**src/rtl/mat_pkg.sv**
```systemverilog
// ============================================================================
// mat_pkg - multicast address table shared definitions
// Opcodes, controller states and the command/status bundles between the
// controller and the datapath.
// ============================================================================
package mat_pkg;

    localparam int DEFAULT_TABLE_DEPTH = 16;
    localparam int ADDR_W              = 48;
    localparam int OP_W                = 2;
    localparam int COUNT_OUT_W         = 5;

    localparam logic [OP_W-1:0] OP_ADD    = 2'd0;
    localparam logic [OP_W-1:0] OP_DELETE = 2'd1;
    localparam logic [OP_W-1:0] OP_FIND   = 2'd2;

    typedef enum logic [1:0] {
        ST_IDLE,
        ST_SCAN,
        ST_RESULT
    } state_t;

    // controller -> datapath
    typedef struct packed {
        logic add;     // append input address if room, result ok = room
        logic load;    // latch op/address, rewind scan pointers
        logic scan;    // walk one entry per cycle
        logic finish;  // commit scan result and new count
        logic fail;    // result ok = 0, table untouched
    } dp_cmd_t;

    // datapath -> controller
    typedef struct packed {
        logic scan_done;
    } dp_stat_t;

endpackage

```
**src/rtl/mat_ctrl.sv**
```systemverilog
// ============================================================================
// mat_ctrl - multicast address table controller
// Sequences add, delete and find words and holds the result until taken.
// ============================================================================
module mat_ctrl (
    input  logic                   aclk,
    input  logic                   aresetn,
    input  logic                   s_tvalid,
    output logic                   s_tready,
    input  logic [mat_pkg::OP_W-1:0] op,
    output logic                   m_tvalid,
    input  logic                   m_tready,
    output mat_pkg::dp_cmd_t       cmd,
    input  mat_pkg::dp_stat_t      stat
);
    import mat_pkg::*;

    state_t state_reg, state_next;

    always_ff @(posedge aclk) begin
        if (!aresetn) begin
            state_reg <= ST_IDLE;
        end else begin
            state_reg <= state_next;
        end
    end

    always_comb begin
        state_next = state_reg;
        cmd        = '0;
        s_tready   = 1'b0;
        m_tvalid   = 1'b0;
        unique case (state_reg)
            ST_IDLE: begin
                s_tready = 1'b1;
                if (s_tvalid) begin
                    unique case (op)
                        OP_ADD: begin
                            cmd.add    = 1'b1;
                            state_next = ST_RESULT;
                        end
                        OP_DELETE, OP_FIND: begin
                            cmd.load   = 1'b1;
                            state_next = ST_SCAN;
                        end
                        default: begin
                            cmd.fail   = 1'b1;
                            state_next = ST_RESULT;
                        end
                    endcase
                end
            end
            ST_SCAN: begin
                cmd.scan = 1'b1;
                if (stat.scan_done) begin
                    cmd.finish = 1'b1;
                    state_next = ST_RESULT;
                end
            end
            ST_RESULT: begin
                m_tvalid = 1'b1;
                if (m_tready) begin
                    state_next = ST_IDLE;
                end
            end
            default: begin
                state_next = ST_IDLE;
            end
        endcase
    end

endmodule

```
**src/rtl/mat_datapath.sv**
```systemverilog
// ============================================================================
// mat_datapath - multicast address table storage and scan datapath
// Entry memory, count, scan read/write pointers, compare and result flag.
// ============================================================================
module mat_datapath #(
    parameter int TABLE_DEPTH = mat_pkg::DEFAULT_TABLE_DEPTH
) (
    input  logic                          aclk,
    input  logic                          aresetn,
    input  logic [mat_pkg::OP_W-1:0]      op,
    input  logic [mat_pkg::ADDR_W-1:0]    mac_address,
    input  mat_pkg::dp_cmd_t              cmd,
    output mat_pkg::dp_stat_t             stat,
    output logic                          ok,
    output logic [mat_pkg::COUNT_OUT_W-1:0] entry_count
);
    import mat_pkg::*;

    localparam int CNT_W = $clog2(TABLE_DEPTH + 1);
    localparam int IDX_W = (TABLE_DEPTH > 1) ? $clog2(TABLE_DEPTH) : 1;
    localparam logic [CNT_W-1:0] DEPTH_CNT = CNT_W'(TABLE_DEPTH);

    logic [ADDR_W-1:0] mem [TABLE_DEPTH];

    logic [CNT_W-1:0]  count_reg;
    logic [CNT_W-1:0]  rd_ptr_reg;
    logic [CNT_W-1:0]  wr_ptr_reg;
    logic              rd_vld_reg;
    logic [ADDR_W-1:0] rd_data_reg;
    logic [ADDR_W-1:0] addr_reg;
    logic              is_delete_reg;
    logic              hit_reg;
    logic              ok_reg;

    logic              full;
    logic              issue;
    logic              match;
    logic              keep_wr;
    logic [CNT_W+COUNT_OUT_W-1:0] count_ext;

    assign full    = (count_reg == DEPTH_CNT);
    assign issue   = cmd.scan && (rd_ptr_reg != count_reg);
    assign match   = (rd_data_reg == addr_reg);
    // surviving entry during delete moves down to the write pointer
    assign keep_wr = cmd.scan && rd_vld_reg && !match && is_delete_reg;

    assign stat.scan_done = (rd_ptr_reg == count_reg) && !rd_vld_reg;

    // entry memory: one write, one registered read per cycle
    always_ff @(posedge aclk) begin
        if (cmd.add && !full) begin
            mem[count_reg[IDX_W-1:0]] <= mac_address;
        end else if (keep_wr) begin
            mem[wr_ptr_reg[IDX_W-1:0]] <= rd_data_reg;
        end
        if (issue) begin
            rd_data_reg <= mem[rd_ptr_reg[IDX_W-1:0]];
        end
    end

    // control state
    always_ff @(posedge aclk) begin
        if (!aresetn) begin
            count_reg  <= '0;
            rd_ptr_reg <= '0;
            wr_ptr_reg <= '0;
            rd_vld_reg <= 1'b0;
            hit_reg    <= 1'b0;
        end else begin
            if (cmd.load) begin
                rd_ptr_reg <= '0;
                wr_ptr_reg <= '0;
                rd_vld_reg <= 1'b0;
                hit_reg    <= 1'b0;
            end else if (cmd.scan) begin
                rd_vld_reg <= issue;
                if (issue) begin
                    rd_ptr_reg <= rd_ptr_reg + 1'b1;
                end
                if (rd_vld_reg && match) begin
                    hit_reg <= 1'b1;
                end
                if (keep_wr) begin
                    wr_ptr_reg <= wr_ptr_reg + 1'b1;
                end
            end
            if (cmd.add && !full) begin
                count_reg <= count_reg + 1'b1;
            end else if (cmd.finish && is_delete_reg) begin
                count_reg <= wr_ptr_reg;
            end
        end
    end

    // payload registers
    always_ff @(posedge aclk) begin
        if (cmd.load) begin
            addr_reg      <= mac_address;
            is_delete_reg <= (op == OP_DELETE);
        end
        priority if (cmd.add) begin
            ok_reg <= !full;
        end else if (cmd.fail) begin
            ok_reg <= 1'b0;
        end else if (cmd.finish) begin
            ok_reg <= hit_reg;
        end
    end

    assign count_ext   = {{COUNT_OUT_W{1'b0}}, count_reg};
    assign entry_count = count_ext[COUNT_OUT_W-1:0];
    assign ok          = ok_reg;

endmodule

```
**src/rtl/multicast_address_table.sv**
```systemverilog
// ============================================================================
// multicast_address_table - ordered table of Ethernet multicast addresses
// Add, delete-all-copies and find on up to TABLE_DEPTH 48-bit addresses.
// ============================================================================
// Usage:
//   Input channel s_*: one word per operation. s_tuser carries the opcode
//   (add, delete all copies, find), s_tdata the 48-bit address.
//   Output channel m_*: exactly one word per input word, in order, with the
//   ok flag and the entry count after the operation.
//   Add appends at the end of the list; a full table rejects it (ok = 0).
//   Delete removes every match and compacts the rest in order. Find reports
//   whether the address is held. Unused opcode: no change, ok = 0.
// Timing:
//   One word at a time. Add and unused opcodes load the result register at
//   the accepting edge, so the result is offered in the next cycle. Delete
//   and find walk the entry memory one entry per cycle through its
//   registered read port. s_tready returns in the cycle after the result
//   is taken.
// Reset / stall:
//   aresetn (synchronous, active low) empties the table; no clearing pass
//   since only entries below the count are read. A stalled m_tready holds
//   the result and s_tready stays low until it is taken.
// ============================================================================
module multicast_address_table #(
    parameter int TABLE_DEPTH = mat_pkg::DEFAULT_TABLE_DEPTH
) (
    input  logic        aclk,
    input  logic        aresetn,
    input  logic        s_tvalid,
    output logic        s_tready,
    input  logic [47:0] s_tdata,   // [47:0] mac_address
    input  logic [1:0]  s_tuser,   // [1:0] opcode
    output logic        m_tvalid,
    input  logic        m_tready,
    output logic [7:0]  m_tdata    // [0] ok, [5:1] entry_count, [7:6] zero
);
    import mat_pkg::*;

    dp_cmd_t                cmd;
    dp_stat_t               stat;
    logic                   res_ok;
    logic [COUNT_OUT_W-1:0] res_count;

    mat_ctrl u_ctrl (
        .aclk     (aclk),
        .aresetn  (aresetn),
        .s_tvalid (s_tvalid),
        .s_tready (s_tready),
        .op       (s_tuser),
        .m_tvalid (m_tvalid),
        .m_tready (m_tready),
        .cmd      (cmd),
        .stat     (stat)
    );

    mat_datapath #(
        .TABLE_DEPTH (TABLE_DEPTH)
    ) u_datapath (
        .aclk        (aclk),
        .aresetn     (aresetn),
        .op          (s_tuser),
        .mac_address (s_tdata),
        .cmd         (cmd),
        .stat        (stat),
        .ok          (res_ok),
        .entry_count (res_count)
    );

    // result word, zero padded to a byte
    assign m_tdata = {2'b00, res_count, res_ok};

endmodule

```
**config.mk**
```make
export PLATFORM = sky130hd
export DESIGN_NAME = multicast_address_table
export DESIGN_NICKNAME = d
export VERILOG_FILES = /design/src/rtl/mat_pkg.sv /design/src/rtl/mat_ctrl.sv /design/src/rtl/mat_datapath.sv /design/src/rtl/multicast_address_table.sv
export SDC_FILE = /design/constraint.sdc
export NUM_CORES = 1
export LEC_CHECK = 0
export BUFFER_PORTS_ARGS = -buffer_cell sky130_fd_sc_hd__buf_2
export CORE_MARGIN = 2
export CORE_UTILIZATION = 50
export CTS_CLUSTER_SIZE = 28
export DETAILED_ROUTE_END_ITERATION = 12
export PLACE_DENSITY = 0.64
export RECOVER_POWER = 25
export SLEW_MARGIN = 10
export SYNTH_ARGS = -nofsm -noshare
export SYNTH_HDL_FRONTEND = slang
export SYNTH_SLANG_ARGS = --single-unit
```
**constraint.sdc**
```tcl
create_clock -name aclk -period 7.6 [get_ports aclk]
set_input_delay 0.38 -clock aclk [delete_from_list [all_inputs] [get_ports aclk]]
set_output_delay 0.38 -clock aclk [all_outputs]
set_load 0.05 [all_outputs]
```
-- Yosys cells after proc, flatten, opt, wreduce, memory -nomap -nowiden
Memories as Yosys holds them, arrays and structs flattened. A register that Yosys moved wholly into a read port is not among the register bits.
Cells that the tools add are included.
Widths: inputs -> output; s select.
- memories kept: 1
- RAM bits: 768
- register bits: 69
- logic and storage cells: 77
- add/subtract/negate cells: 3
- bitwise operators: 1
- reductions and logical operators: 23
- equal/unequal tests: 11
- multiplexer cells: 29
- memories (name ; words ; width ; read ports ; clocked after Yosys merged registers in ; write ports ; RTL line ; text):
    u_datapath.mem ; 16 ; 48 ; 1 ; 1 ; 1 ; mat_datapath.sv:23 ; logic [ADDR_W-1:0] mem [TABLE_DEPTH];
- operators by type and width (kind ; number):
    $eq 48x48->1 ; 1
    $mux 48 ; 1
    $reduce_or 48->1 ; 1
    $mux 1 ; 17
    $add 5x1->5 const B ; 3
    $mux 2 ; 7
    $mux 5 ; 2
    $logic_and 1x1->1 ; 8
    $ne 2x2->1 const B ; 3
    $pmux 2 s3 ; 1
    $reduce_and 2->1 ; 3
    $eq 5x5->1 ; 1
    $eq 5x5->1 const B ; 1
    $ne 5x5->1 ; 1
    $eq 2x1->1 const B ; 2
    $eq 2x2->1 const B ; 2
    $logic_not 2->1 ; 2
    $mux 4 ; 1
    $reduce_or 2->1 ; 2
    $logic_not 1->1 ; 3
    $reduce_and 3->1 ; 1
    $reduce_bool 3->1 ; 1
    $reduce_or 3->1 ; 1
    $reduce_bool 2->1 ; 1
    $not 1->1 ; 1

-- Longest topological paths before layout
- depth in word-level cells: 12
- gate-level depth with buffers: 8
- depth with buffers taken out: 6

-- Hierarchy
From an unflattened synthesis, not the netlist that was laid out.
- cells, all modules: 1555
- area, all modules: 34558.1 sq um
- by module, submodules not included (module ; sequential area each (sq um) ; area an instance (sq um) ; instances ; cells each):
    mat_datapath ; 26345.3 ; 34364.2 ; 1 ; 1531
    mat_ctrl ; 40.0 ; 167.7 ; 1 ; 20
    multicast_address_table ; 0.0 ; 26.3 ; 1 ; 4

-- Least setup slack after synthesis
No wires, ideal clock.
- kind: register to register
- start: register u_datapath.count_reg[0], in the netlist u_datapath.entry_count[0]
- end: memory u_datapath.mem[0][0], enable pin
- arrival: 5.092 ns
- required time: 7.072 ns
- path slack: 1.980 ns
- stages on the path, launching flop included: 7
- path through: dfxtp_1 -> buf_2 -> inv_1 -> ha_1 -> a21oi_1 -> nand2_1 -> o32ai_1
- word-level cells in the longest chain between the ends: 7
- elaborated cells between the ends (all ways): 10
- those cells by class: eq/ne: 1; mux: 6; reduce/logical: 3
- ends and longest elaborated chain (item ; RTL line ; text):
    start: declaration ; mat_datapath.sv:25 ; logic [CNT_W-1:0] count_reg;
    start signal: assignment ; mat_datapath.sv:88 ; count_reg <= count_reg + 1'b1;
    start signal: assignment ; mat_datapath.sv:90 ; count_reg <= wr_ptr_reg;
    $eq 5x5->1 ; mat_datapath.sv:41 ; assign full = (count_reg == DEPTH_CNT);
    $logic_not 1->1 ; mat_datapath.sv:51 ; if (cmd.add && !full) begin
    $logic_and 1x1->1 ; mat_datapath.sv:51 ;
    $mux 1 ; mat_datapath.sv:51 ;
    $mux 1 (implied by the code) ; mat_datapath.sv:54 ; mem[wr_ptr_reg[IDX_W-1:0]] <= rd_data_reg;
    $reduce_or 48->1 (no source line) ; n/a ;
    $mux 4 (no source line) or $mux 1 (tied branches) ; n/a ;
    end: declaration ; mat_datapath.sv:23 ;
Several ways; a longest one is shown, not always the timed one.

-- Worst setup path in the final report
- start: register u_datapath.rd_ptr_reg[0]
- end: register u_datapath.rd_data_reg[9] (read register of u_datapath.mem), data pin
- word-level cells in the longest chain between the ends: 2
- ends and longest elaborated chain (item ; RTL line ; text):
    start: declaration ; mat_datapath.sv:26 ; logic [CNT_W-1:0] rd_ptr_reg;
    start signal: assignment ; mat_datapath.sv:78 ; rd_ptr_reg <= rd_ptr_reg + 1'b1;
    $ne 5x5->1 ; mat_datapath.sv:42 ; assign issue = cmd.scan && (rd_ptr_reg != count_reg);
    $logic_and 1x1->1 ; mat_datapath.sv:42 ;
    end: declaration ; mat_datapath.sv:29 ; logic [ADDR_W-1:0] rd_data_reg;
Several ways; a longest one is shown, not always the timed one.
A chain may end at the register's enable or synchronous reset.

==> flow_summary_export.csv <==
group,metric,value,unit
sta,worst_pin_slew,2.343,ns
clock_tree,tritoncts.num_buffers,90,
finish,area_delta_synth_final,13.93,%
power,report.power.total,10.14,mW
placed_design,preCtsSetupSlack,3.990,ns
yosys,netlist_area,34150,um^2
finish,num-fill-cells,4860,
grt,grtUsageTotal,21.82,%
setup_path,worst_setup_path_end_kind,"register",
finish,final_cells,2556,
grt,grt_pass1_vias,16010,
placed_design,placedCellCount,2342,
yosys,synth_edf_count,866,
die,die_w,265.3,um
grt,antenna_found_initial,1,
setup_path,startpoint_type,"register",
yosys,synth_area_per_cell,23.57,um^2
detailed_routing,post_drt_wl_per_cell,29.26,um
sta,hold_viol,0,
finish,antenna_cells,0,
clock_tree,clk_pin_slew,0.06,ns
grt,grt.met1_usage,31.40,%
sta,max_slew_margin,-56.19,%
clock_tree,cts-root-buf,"clkbuf_16",
detailed_routing,drt_iter0_markers,1501,
sta,setup_ws,2.938,ns
yosys,yosys_warnings,0,
die,dieArea,70400,um^2
setup_path,path_class,"reg -> reg",
sta,max_freq,214.5,MHz
setup_path,critPathArrivalTime,5.01,ns
setup_path,worstPathMaxFanout,48,
finish,fin_util,57.72,%
placed_design,place_hpwl,37410,um
sta,fin_crit_sh,61.34,%
sta,setup_viol,0,
clock_tree,cts_tree,"done",
grt,top_usage_layer,"met2",
yosys,yosysSeqAreaShare,77.27,%
detailed_routing,vias_per_cell,6.074,
die,io_pins,64,
detailed_routing,routed_wl,74780,um
die,start_util,50.67,%
yosys,yosysUniqueCellTypes,43,
yosys,yosysMostFrequentCell,"edfxtp_1",
yosys,ys_ff_latch,885,
die,dieHeight,265.3,um
die,rows,95,
yosys,ys.flop_type,"edfxtp_1",
finish,layout.nets,1671,
grt,grt_remaining_overflow,0,
grt,grt_use_met2,35.45,%
yosys,netlist.area_leader.share,76.16,%
power,p_per_area,260.7,nW/um^2
grt,grt_util_met3,3.351,%
clock_tree,cts.path.max_buffers,3,
detailed_routing,postRouteAntennaNets,0,
detailed_routing,routed-via-count,15530,
yosys,synth_cells,1449,
sta,fin_skew,0.02850,ns
die,core,67400,um^2
yosys,synth.area.top_cells,"edfxtp_1 (76%), mux4_2 (16%), mux2_2 (1.6%)",
yosys,async_flop_share,0,%
status,status,"finished with violations",
clock_tree,clock-sinks,885,
sta,tns,0,ns
clock_tree,insertion_delay,0.64,ns
detailed_routing,route.detailed.drc,0,
grt,grt_max_degree,81,
detailed_routing,firstDrtPassIters,5,
placed_design,io_buffers,61,
sta,maxSlewViolCount,238,
placed_design,globalplace.congestion,0.7510,
finish,largest_register_ffs,768,
grt,grt_pass1_wl,109900,um
clock_tree,post-cts-setup-buffers,0,
job,drv_cap,8,
status,violations,"max-capacitance violations, max-slew violations",
finish,drive_above_1_share,27.51,%
min_path,hold_path_class,"in -> reg",
sta,period_needed,4.662,ns
sta,rsz0062_at_grt,"false",
yosys,synth_top_cells_by_count,"edfxtp_1 (866), mux4_2 (240), xnor2_1 (55)",
power,ir_worst_vdd,203.6,uV
setup_path,crit_required,7.94,ns
clock_tree,htreeDepth,3,
power,leakagePower,11.64,nW
yosys,yosys.area.top_type,"edfxtp_1",
[worst max-delay path: stages, from the launching register on]
cell      delay, ns
dfxtp_1        1.54
clkbuf_2       1.57
mux4_2         0.68
mux4_2         0.53
[metrics by stage]
stage | hold slack (ns) | cell area [um^2]
global route | 0.06883 | 38900
CTS | 0.003142 | 39120
global placement | 0.4735 | 35630
floorplan | 0.4375 | 34150
detailed placement | 0.4812 | 35630
finish | 0.08251 | 38900
[routing by layer]
layer	vias to the layer above	share of wire, %
met5	-	0.017
met4	2	2.2
met3	115	5.4
met2	475	50
met1	8440	43
li1	6494	-
[layout by cell type (no fill, tap or decap), types with 4 or more instances in the layout]
master         synthesis  final
o22ai_4                0      6
inv_1                 10     10
buf_2                 12      8
dfxtp_1               19     16
buf_4                 15     21
edfxtp_1             866    866
nand3_1                7      8
xnor2_1               55     55
o21ai_0                6      4
clkbuf_1              20     78
nand4_1               16     16
nor2b_1                5      5
clkinv_1               0     18
bufinv_16              0     12
clkbuf_16              0     93
nand2_1               14     14
mux4_2               240    240
a21oi_1               12     12
dlygate4sd3_1          0     49
mux2_2                48     48
ha_1                   7      7
clkinv_2               0     12
nor2_1                14     14
nor3_1                 3      4
[cell families (layout without fill, tap and decap cells)]
kind of cell	after synthesis	count (layout)	share of synthesized area [%]
flip-flops	885	885	77.27
multiplexers	290	290	17.47
buffers and inverters	82	315	1.374
AND/OR/NAND/NOR	80	80	1.264
XOR/XNOR	58	58	1.488
AO/OA/AOI/OAI	46	46	0.8647
adder cells (fa/ha/maj)	7	7	0.2565
other	1	2	0.01098
[area by class of cell]
class                   instances  area [um^2]  share of cell area (%)
clock inverters                51        590.6                   1.518
well taps                     873         1092                   2.808
clock buffers                 114         2416                   6.211
repair buffers                140        939.7                   2.415
multi-input cells             483         7430                   19.10
inverters                      10        37.54                 0.09649
flip-flops and latches        885        26400                   67.85
[report_power, final]
group / total, mW / internal [mW] / leakage, nW / switching [mW]
clock: 4.47 / 2.66 / 1.46 / 1.81
combinational: 0.254 / 0.0912 / 2.21 / 0.163
sequential: 5.41 / 5.40 / 7.96 / 0.0174
total: 10.1 / 8.15 / 11.6 / 1.99
[path summary, 6_finish.rpt]
check | endpoint | from | slack [ns] | cells past startpoint
setup / recovery | u_datapath.rd_data_reg[9] | u_datapath.rd_ptr_reg[0] | 2.94 | 3
hold / removal | u_ctrl.state_reg[1] | m_tready | 0.08 | 3
setup reg to reg | u_datapath.rd_data_reg[9] | u_datapath.rd_ptr_reg[0] | 2.94 | 3
hold reg to reg | u_datapath.hit_reg | u_datapath.hit_reg | 0.51 | 2
[what timing repair did]
item,CTS,global route
resized for setup,0,0
hold buffers,48,1
hold endpoints to repair,48,1
No activity file was read; power rests on OpenSTA's default activity.
